<file path="src/rtl/core/mexp_pkg.sv">
// shared types and constants for the modular exponentiation block
// no dependencies

package mexp_pkg;

   localparam int MOD_BITS = 31;
   localparam int CNT_BITS = $clog2(MOD_BITS);

   typedef logic [MOD_BITS-1:0] word_type;

   localparam word_type EXP_RESET = word_type'(65537);
   localparam word_type MOD_RESET = word_type'(1);
   localparam word_type ONE_WORD  = word_type'(1);

   typedef enum logic [0:0] {
      CSR_EXPONENT = 1'b0,
      CSR_MODULUS  = 1'b1
   } csr_index_type;

   typedef enum logic [2:0] {
      ST_IDLE,
      ST_REDUCE,
      ST_MUL,
      ST_SQR,
      ST_FIN
   } state_type;

   typedef struct packed {
      logic     start;
      word_type a;
      word_type b;
   } mul_cmd_type;

   typedef struct packed {
      logic     done;
      word_type product;
   } mul_sts_type;

   typedef struct packed {
      logic     valid;
      word_type power;
   } seq_out_type;

endpackage

</file>
<file path="src/rtl/core/modular_exponentiation.sv">
// top level of the modular exponentiation block: config registers, result register
// depends on mexp_pkg, mexp_modmul and mexp_seq

// Computes message^exponent mod modulus by right-to-left square-and-multiply on one
// shared bit-serial modular multiplier, one item at a time. An item takes one
// reduction of the message, one squaring per exponent bit below the top set bit and
// one multiply per set bit; exponent zero or modulus 0 or 1 finish without using
// the multiplier. A new message transfer is taken as soon as the previous result
// reaches the output register, even if that result has not yet been taken.

module modular_exponentiation (
   input  logic        clock,
   input  logic        reset,
   input  logic        req_valid,
   output logic        req_ready,
   input  logic [30:0] req_message,
   output logic        rsp_valid,
   input  logic        rsp_ready,
   output logic [30:0] rsp_power,
   input  logic        csr_write_en,
   input  logic        csr_index,
   input  logic [30:0] csr_wdata
);

   mexp_pkg::word_type    exponent_ff, exponent_in;
   mexp_pkg::word_type    modulus_ff, modulus_in;
   logic                  rsp_valid_ff, rsp_valid_in;
   mexp_pkg::word_type    rsp_power_ff, rsp_power_in;

   logic                  out_free;
   mexp_pkg::seq_out_type seq_out;
   mexp_pkg::mul_cmd_type mul_cmd;
   mexp_pkg::mul_sts_type mul_sts;

   assign out_free = !rsp_valid_ff || rsp_ready;

   always_comb begin
      exponent_in = exponent_ff;
      modulus_in  = modulus_ff;
      if (csr_write_en) begin
         case (mexp_pkg::csr_index_type'(csr_index))
            mexp_pkg::CSR_EXPONENT: exponent_in = csr_wdata;
            mexp_pkg::CSR_MODULUS:  modulus_in  = csr_wdata;
            default:                exponent_in = exponent_ff;
         endcase
      end
   end

   always_comb begin
      rsp_valid_in = rsp_valid_ff && !rsp_ready;
      rsp_power_in = rsp_power_ff;
      if (seq_out.valid && out_free) begin
         rsp_valid_in = 1'b1;
         rsp_power_in = seq_out.power;
      end
   end

   always_ff @(posedge clock) begin
      if (reset) begin
         exponent_ff  <= mexp_pkg::EXP_RESET;
         modulus_ff   <= mexp_pkg::MOD_RESET;
         rsp_valid_ff <= 1'b0;
      end else begin
         exponent_ff  <= exponent_in;
         modulus_ff   <= modulus_in;
         rsp_valid_ff <= rsp_valid_in;
      end
      rsp_power_ff <= rsp_power_in;
   end

   mexp_modmul u_modmul (
      .clock   (clock),
      .reset   (reset),
      .modulus (modulus_ff),
      .cmd     (mul_cmd),
      .sts     (mul_sts)
   );

   mexp_seq u_seq (
      .clock       (clock),
      .reset       (reset),
      .req_valid   (req_valid),
      .req_ready   (req_ready),
      .req_message (req_message),
      .exponent    (exponent_ff),
      .modulus     (modulus_ff),
      .out_free    (out_free),
      .seq_out     (seq_out),
      .mul_cmd     (mul_cmd),
      .mul_sts     (mul_sts)
   );

   assign rsp_valid = rsp_valid_ff;
   assign rsp_power = rsp_power_ff;

   // one item at a time: no new transfer right after one is taken
   a_single_item: assert property (@(posedge clock) disable iff (reset)
      (req_valid && req_ready) |=> !req_ready)
      else $error("request taken while an item is in flight");

   // a result is always reduced, or the exponent-zero one
   a_power_reduced: assert property (@(posedge clock) disable iff (reset)
      (rsp_valid && modulus_ff[30:1] != '0) |->
         (rsp_power < modulus_ff || rsp_power == 31'd1))
      else $error("result not below modulus");

   // degenerate modulus gives zero unless the exponent is zero
   a_unit_modulus: assert property (@(posedge clock) disable iff (reset)
      (rsp_valid && modulus_ff[30:1] == '0 && exponent_ff != '0) |-> rsp_power == '0)
      else $error("modulus 0 or 1 must give zero");

endmodule

</file>
<file path="src/rtl/core/mexp_modmul.sv">
// bit-serial interleaved modular multiplier, one multiplier bit per cycle
// depends on mexp_pkg

module mexp_modmul (
   input  logic                   clock,
   input  logic                   reset,
   input  mexp_pkg::word_type     modulus,
   input  mexp_pkg::mul_cmd_type  cmd,
   output mexp_pkg::mul_sts_type  sts
);

   localparam int SUM_BITS = mexp_pkg::MOD_BITS + 2;

   logic                          run_ff, run_in;
   logic                          done_ff, done_in;
   logic [mexp_pkg::CNT_BITS-1:0] cnt_ff, cnt_in;
   mexp_pkg::word_type            r_ff, r_in;
   mexp_pkg::word_type            a_ff, a_in;
   mexp_pkg::word_type            b_ff, b_in;

   mexp_pkg::word_type            addend;
   logic [SUM_BITS-1:0]           sum;
   logic [SUM_BITS-1:0]           sub1;
   logic [SUM_BITS-1:0]           sub2;
   mexp_pkg::word_type            r_next;

   // r = 2r + bit*a, then bring back below the modulus (sum < 3m)
   always_comb begin
      addend = b_ff[mexp_pkg::MOD_BITS-1] ? a_ff : '0;
      sum    = {1'b0, r_ff, 1'b0} + {2'b00, addend};
      sub1   = sum - {2'b00, modulus};
      sub2   = sum - {1'b0, modulus, 1'b0};
      if (!sub2[SUM_BITS-1]) begin
         r_next = sub2[mexp_pkg::MOD_BITS-1:0];
      end else if (!sub1[SUM_BITS-1]) begin
         r_next = sub1[mexp_pkg::MOD_BITS-1:0];
      end else begin
         r_next = sum[mexp_pkg::MOD_BITS-1:0];
      end
   end

   always_comb begin
      run_in  = run_ff;
      done_in = 1'b0;
      cnt_in  = cnt_ff;
      r_in    = r_ff;
      a_in    = a_ff;
      b_in    = b_ff;
      if (cmd.start) begin
         run_in = 1'b1;
         cnt_in = mexp_pkg::CNT_BITS'(mexp_pkg::MOD_BITS - 1);
         r_in   = '0;
         a_in   = cmd.a;
         b_in   = cmd.b;
      end else if (run_ff) begin
         r_in   = r_next;
         b_in   = {b_ff[mexp_pkg::MOD_BITS-2:0], 1'b0};
         cnt_in = cnt_ff - 1'b1;
         if (cnt_ff == '0) begin
            run_in  = 1'b0;
            done_in = 1'b1;
         end
      end
   end

   always_ff @(posedge clock) begin
      if (reset) begin
         run_ff  <= 1'b0;
         done_ff <= 1'b0;
      end else begin
         run_ff  <= run_in;
         done_ff <= done_in;
      end
      cnt_ff <= cnt_in;
      r_ff   <= r_in;
      a_ff   <= a_in;
      b_ff   <= b_in;
   end

   assign sts.done    = done_ff;
   assign sts.product = r_ff;

endmodule

</file>
<file path="src/rtl/core/mexp_seq.sv">
// square-and-multiply sequencer driving the shared modular multiplier
// depends on mexp_pkg

module mexp_seq (
   input  logic                   clock,
   input  logic                   reset,
   input  logic                   req_valid,
   output logic                   req_ready,
   input  mexp_pkg::word_type     req_message,
   input  mexp_pkg::word_type     exponent,
   input  mexp_pkg::word_type     modulus,
   input  logic                   out_free,
   output mexp_pkg::seq_out_type  seq_out,
   output mexp_pkg::mul_cmd_type  mul_cmd,
   input  mexp_pkg::mul_sts_type  mul_sts
);

   mexp_pkg::state_type state_ff, state_in;
   logic                launch_ff, launch_in;
   mexp_pkg::word_type  acc_ff, acc_in;
   mexp_pkg::word_type  base_ff, base_in;
   mexp_pkg::word_type  exp_ff, exp_in;

   logic                trivial;
   logic                exp_rest_zero;

   assign trivial       = (exponent == '0) || (modulus[mexp_pkg::MOD_BITS-1:1] == '0);
   assign exp_rest_zero = (exp_ff[mexp_pkg::MOD_BITS-1:1] == '0);

   always_comb begin
      state_in = state_ff;
      case (state_ff)
         mexp_pkg::ST_IDLE: begin
            if (req_valid) begin
               state_in = trivial ? mexp_pkg::ST_FIN : mexp_pkg::ST_REDUCE;
            end
         end
         mexp_pkg::ST_REDUCE: begin
            if (mul_sts.done) begin
               state_in = exp_ff[0] ? mexp_pkg::ST_MUL : mexp_pkg::ST_SQR;
            end
         end
         mexp_pkg::ST_MUL: begin
            if (mul_sts.done) begin
               state_in = exp_rest_zero ? mexp_pkg::ST_FIN : mexp_pkg::ST_SQR;
            end
         end
         mexp_pkg::ST_SQR: begin
            if (mul_sts.done) begin
               state_in = exp_ff[1] ? mexp_pkg::ST_MUL : mexp_pkg::ST_SQR;
            end
         end
         mexp_pkg::ST_FIN: begin
            if (out_free) begin
               state_in = mexp_pkg::ST_IDLE;
            end
         end
         default: begin
            state_in = mexp_pkg::ST_IDLE;
         end
      endcase
   end

   always_comb begin
      req_ready     = 1'b0;
      seq_out.valid = 1'b0;
      seq_out.power = acc_ff;
      mul_cmd.start = launch_ff;
      mul_cmd.a     = acc_ff;
      mul_cmd.b     = base_ff;
      launch_in     = 1'b0;
      acc_in        = acc_ff;
      base_in       = base_ff;
      exp_in        = exp_ff;
      case (state_ff)
         mexp_pkg::ST_IDLE: begin
            req_ready = 1'b1;
            if (req_valid) begin
               exp_in    = exponent;
               base_in   = req_message;
               // exponent zero gives 1 even for modulus 0 or 1
               acc_in    = (exponent == '0) ? mexp_pkg::ONE_WORD :
                           (trivial ? '0 : mexp_pkg::ONE_WORD);
               launch_in = !trivial;
            end
         end
         mexp_pkg::ST_REDUCE: begin
            // base mod m computed as 1 * base
            mul_cmd.a = mexp_pkg::ONE_WORD;
            mul_cmd.b = base_ff;
            if (mul_sts.done) begin
               base_in   = mul_sts.product;
               launch_in = 1'b1;
            end
         end
         mexp_pkg::ST_MUL: begin
            mul_cmd.a = acc_ff;
            mul_cmd.b = base_ff;
            if (mul_sts.done) begin
               acc_in    = mul_sts.product;
               launch_in = !exp_rest_zero;
            end
         end
         mexp_pkg::ST_SQR: begin
            mul_cmd.a = base_ff;
            mul_cmd.b = base_ff;
            if (mul_sts.done) begin
               base_in   = mul_sts.product;
               exp_in    = {1'b0, exp_ff[mexp_pkg::MOD_BITS-1:1]};
               launch_in = 1'b1;
            end
         end
         mexp_pkg::ST_FIN: begin
            seq_out.valid = 1'b1;
         end
         default: begin
            req_ready = 1'b0;
         end
      endcase
   end

   always_ff @(posedge clock) begin
      if (reset) begin
         state_ff  <= mexp_pkg::ST_IDLE;
         launch_ff <= 1'b0;
      end else begin
         state_ff  <= state_in;
         launch_ff <= launch_in;
      end
      acc_ff  <= acc_in;
      base_ff <= base_in;
      exp_ff  <= exp_in;
   end

endmodule
</file>
<file path="config.mk">
export PLATFORM = sky130hd
export DESIGN_NAME = modular_exponentiation
export DESIGN_NICKNAME = d
export VERILOG_FILES = /design/src/rtl/core/mexp_pkg.sv /design/src/rtl/core/modular_exponentiation.sv /design/src/rtl/core/mexp_modmul.sv /design/src/rtl/core/mexp_seq.sv
export SDC_FILE = /design/constraint.sdc
export NUM_CORES = 1
export LEC_CHECK = 0
export ABC_AREA = 1
export BUFFER_PORTS_ARGS = -buffer_cell sky130_fd_sc_hd__buf_2
export CELL_PAD_IN_SITES_DETAIL_PLACEMENT = 0
export CELL_PAD_IN_SITES_GLOBAL_PLACEMENT = 2
export CORE_ASPECT_RATIO = 1.75
export CORE_MARGIN = 3
export CORE_UTILIZATION = 40
export DETAILED_ROUTE_END_ITERATION = 8
export PLACE_DENSITY_LB_ADDON = 0.1
export RECOVER_POWER = 25
export SLEW_MARGIN = 25
export SYNTH_ARGS = -nofsm -noshare
export SYNTH_HDL_FRONTEND = slang
export SYNTH_SLANG_ARGS = --single-unit
</file>
<file path="constraint.sdc">
create_clock -name clock -period 8.15 [get_ports clock]
set_input_delay 2.445 -clock clock [delete_from_list [all_inputs] [get_ports clock]]
set_output_delay 2.445 -clock clock [all_outputs]
set_load 0.005 [all_outputs]
</file>
* Word level (Yosys, flattened, before mapping)
Index checks and enable logic that the tools add are counted.
Operators by class: $add $sub $neg 4, equality and inequality tests 10, mux-type cells 37, bitwise gates (word level) 2, reductions and logical operators 25
Operators by type and width (number):
- two-way mux 31 bit | 11
- one-hot mux 31 bit (2 select lines) | 3
- one-hot mux 62 bit (2 select lines) | 1
- logical NOT 30 bit | 2
- adder 32 x 31 -> 33 bit | 1
- subtractor 33 x 31 -> 33 bit | 1
- subtractor 33 x 32 -> 33 bit | 1
- logical NOT 31 bit | 1
- two-way mux 3 bit | 7
- one-hot mux 3 bit (5 select lines) | 1
- two-way mux 1 bit | 13
- inequality test 2 bit, second input constant | 5
- AND reduction 3 bit | 3
- nonzero test 2 bit | 4
- equality test 3 x 2 -> 1 bit, second input constant | 2
- logical NOT 5 bit | 1
- AND reduction 5 bit | 1
- subtractor 5 x 1 -> 5 bit, second input constant | 1
- logical NOT 1 bit | 4
- AND reduction 2 bit | 2
- equality test 3 x 1 -> 1 bit, second input constant | 1
- equality test 3 bit, second input constant | 1
- logical NOT 3 bit | 1
- one-hot mux 1 bit (3 select lines) | 1
- other kinds (6) | 9
Storage, ports and cells: register bits after elaboration 291, input port bits 68, output and inout port bits 33, logic and storage cells 93

* Longest topological paths before layout
depth after elaboration 6, mapped depth 33, depth with buffers taken out 32

* Modules after synthesis
Synthesis repeated with hierarchy kept, for this count alone.
Unflattened totals: cells, all modules 2473, area total of the unflattened synthesis 18467.7 um^2
By module, submodules not included:
- mexp_modmul | instances 1, cells an instance 1605, area an instance 10376.2 um^2, sequential area each 2622.5 um^2
- mexp_seq | instances 1, cells an instance 496, area an instance 4732.0 um^2, sequential area each 2872.8 um^2
- modular_exponentiation | instances 1, cells an instance 372, area an instance 3359.5 um^2, sequential area each 2192.1 um^2

* Least setup slack after synthesis
Ideal clock, no wire load.
kind input port to flip-flop, from input port req_valid, to register u_seq.exp_ff[0], enable pin, library setup time 0.386 ns, data arrival time 4.118 ns, required time 7.764 ns, path slack 3.647 ns, cell stages on the path 6, path buffers 0, cells stage by stage nor2_1 > inv_1 > o211ai_1 > inv_1 > o21ai_0 > inv_1
On the way: longest elaborated chain between the ends 2
Ends and longest elaborated chain:
- from (decl) | line modular_exponentiation.sv:14 | input logic req_valid,
- inequality test 2 bit (no source line)
- AND reduction 3 bit (no source line)
- to (signal assigned) | line mexp_seq.sv:132 | exp_ff <= exp_in;
- to (decl) | line mexp_seq.sv:22 | mexp_pkg::word_type exp_ff, exp_in;
No other way between the ends. A chain may end at the register's enable or synchronous reset.

* Worst setup path after layout
from register u_seq.launch_ff, to register u_modmul.b_ff[28] (data pin)
On the way: longest elaborated chain between the ends 1
Ends and longest elaborated chain:
- from (decl) | line mexp_seq.sv:19 | logic launch_ff, launch_in;
- from (signal assigned) | line mexp_seq.sv:128 | launch_ff <= launch_in;
- two-way mux 31 bit | line mexp_modmul.sv:49 | if (cmd.start) begin
- via u_modmul.b_in[28] | line mexp_modmul.sv:19 | mexp_pkg::word_type b_ff, b_in;
- to (signal assigned) | line mexp_modmul.sv:77 | b_ff <= b_in;
- to (decl) | line mexp_modmul.sv:19
The timed path passes the listed nets, and every way through them passes these cells.

==> summary.txt <==
Final Hold Fails -> 0
vias in the first global route -> 15830
Comb power frac -> 0.612
global-route wire length before repair -> 86900 um
pwr dens -> 449 nW/um^2
CTS tree -> done
post-CTS setup buffer count -> 0
CTS H-tree lvls -> 1
sequential share of power -> 0.223
Clock Skew -> 13.5 ps
Rel. slew slack -> -1.55
grt ovf -> 0
CP arrival -> 6300 ps
die footprint -> 47000 um^2
CP startpoint kind -> flip-flop
initial antenna violation count -> 1
Initial Util -> 0.406
PortBufs -> 100
Synth Instances -> 2292
cts bufs inserted -> 28
Cell variety after synth -> 50
Setup CP Type -> flip-flop to flip-flop
commonest cells after routing, fill and taps aside -> nand2_1 (550), inv_1 (339), o21ai_0 (226)
clock-pin slew on the worst setup and hold paths -> 70 ps
EDFF count, synth -> 186
Top FF cell, synth -> edfxtp_1
largest cells by area after synthesis -> edfxtp_1 (32%), dfxtp_1 (12%), nand2_1 (12%)
synthesis-stage register bit count -> 291
switch share -> 0.498
DRC viols -> 0
Vias per Instance -> 5.11
syn_nets -> 2456
Routed Antenna Nets -> 0
Worst IR Drop VDD -> 0.000219 V
Worst Path Max Fanout -> 70
Ys Warns -> 0
Max-Cap Viols -> 3
RD Place Congestion -> 0.971
Worst setup EP type -> flip-flop
max-slew violations -> 195
largest net degree at the start of global routing -> 94
total global-route track usage -> 0.240
Die Wd -> 165 um
detailed-router iteration count before antenna repair -> 6
status -> finished with violations
setup TNS -> 0 ps
leading area contributor after synthesis -> edfxtp_1
average cell area after synthesis -> 7.73 um^2
Area Growth Syn to Fin -> 11.9%
worst skew pair latency -> 580 ps
Die Ht -> 284 um
antenna cells -> 0
clock sink count -> 291
Routed WL -> 56600 um
f_max -> 167 MHz
final worst slack -> 2160 ps
commonest non-fill, non-tap cell in the layout -> nand2_1
vias -> 15106
Leakage -> 8.97 nW
Yosys top cell area share -> 0.315
hold_buf cts -> 0
Ports -> 101
Critical Path RT -> 8470 ps
nets -> 2535
failing checks -> capacitance limit, slew limit
Int Pwr -> 0.00447 W
CORE AREA -> 43600 um^2
# rows -> 101
Final Cycle Share -> 0.734
post-CTS sizing -> 0
Max clock buf depth -> 3
Net Sw Power -> 0.00443 W
Async SR Flop Fraction -> 0
drt initial violations -> 726
Root Driver -> clkbuf_16
Avg WL per Cell -> 19.2 um
WHS -> 447 ps
clock network power share -> 0.164
Post-Syn Area -> 17700 um^2
sequential-to-total area share from yosys stat -> 0.434
Worst Max-Slew Pin Slew -> 3830 ps
Hold WC Path Type -> flip-flop to flip-flop
fin crit period -> 5990 ps
layout cells sized above 1 -> 0.0832
Final HPWL DP -> 45900 um
Final setup violation count -> 0
pre-CTS setup slack -> 2440 ps
RSZ-0062 raised after global routing -> false
## final cells by class
cell class	instances	area, um^2
Clock buffer	29	704
Tap cell	566	708
Timing Repair Buffer	117	644
Inverter	345	1290
Multi-Input combinational cell	1588	8470
Sequential cell	291	7690
Clock inverter	22	319
Fill cell	4538	23800
## path summary, 6_finish.rpt
path	start	end	slack (ps)	depth (start not counted)
max	u_seq.launch_ff	u_modmul.b_ff[28]	2160	5
min	u_seq.acc_ff[15]	rsp_power[15]	450	0
max reg2reg	u_seq.launch_ff	u_modmul.b_ff[28]	2160	5
min reg2reg	u_seq.acc_ff[15]	rsp_power[15]	450	0
## cell families (layout without fill, tap and decap cells)
logic type / Yosys count / in the layout / share of synthesized area
and+or+nand+nor: 909 / 909 / 0.213
AOI/OAI and AO/OA: 509 / 509 / 0.158
xor gates and xnor gates: 74 / 74 / 0.0366
adders and majority gates: 96 / 96 / 0.0691
DFF: 291 / 291 / 0.434
buffers and inverters: 413 / 513 / 0.0899
## through the flow
| step | utilization | instances | total power [W] | cell area [um^2] |
|---|---|---|---|---|
| finish | 0.455 | 2958 | 0.00890 | 19800 |
| global route | 0.455 | 2958 | 0.00969 | 19800 |
| CTS | 0.454 | 2956 | 0.00895 | 19800 |
| detailed placement | 0.431 | 2905 | 0.00745 | 18800 |
| global placement | 0.430 | 2905 | 0.00748 | 18800 |
| floorplan | - | 2292 | 0.00586 | 17700 |
## critical path: stages (launching register included)
cell and delay (ps):
dfxtp_2 310, clkbuf_1 2650, clkinv_1 1930, buf_4 620, nand2_1 110, nand2_1 70
## cell usage after synthesis (13+ instances only)
master and instances:
a22o_1 29, dfxtp_1 105, edfxtp_1 186, o21bai_1 13
nand4_1 17, ha_1 93, xor2_1 41, nor3_1 14
inv_1 339, o21ai_0 226, nand2_1 551, nand2_2 13
xnor2_1 33, a21oi_1 196, clkbuf_1 54, nand3_1 92
nor4_1 15, nor2_1 183
## flip-flops by register name, indices dropped and copies added, names as in the netlist
| name | cells |
|---|---|
| u_modmul.cnt_ff | 5 |
| u_modmul.a_ff | 31 |
| rsp_power | 31 |
| exponent_ff | 31 |
| u_seq.acc_ff | 31 |
| u_seq.launch_ff | 1 |
| u_modmul.b_ff | 31 |
| u_seq.exp_ff | 31 |
| u_seq.base_ff | 31 |
| u_modmul.done_ff | 1 |
| u_modmul.r_ff | 31 |
| rsp_valid | 1 |
| u_modmul.run_ff | 1 |
| u_seq.state_ff | 3 |
| modulus_ff | 31 |
## metal layers
metal,share of wire,vias up,global-route usage
met5,0,-,0
met4,0.056,0,0.115
met3,0.028,115,0.0166
met2,0.53,312,0.457
met1,0.38,6949,0.261
li1,-,7730,-
## power groups by stage
stage	sequential (W)	clock (W)	combinational, W
after detailed placement	0.00202	0	0.00543
final	0.00199	0.00146	0.00545
after global placement	0.00202	0	0.00546
after global routing	0.00202	0.00155	0.00612
after floorplan	0.00195	0	0.00391
after CTS	0.00199	0.00150	0.00546
Power figures use the tool's default switching activity.
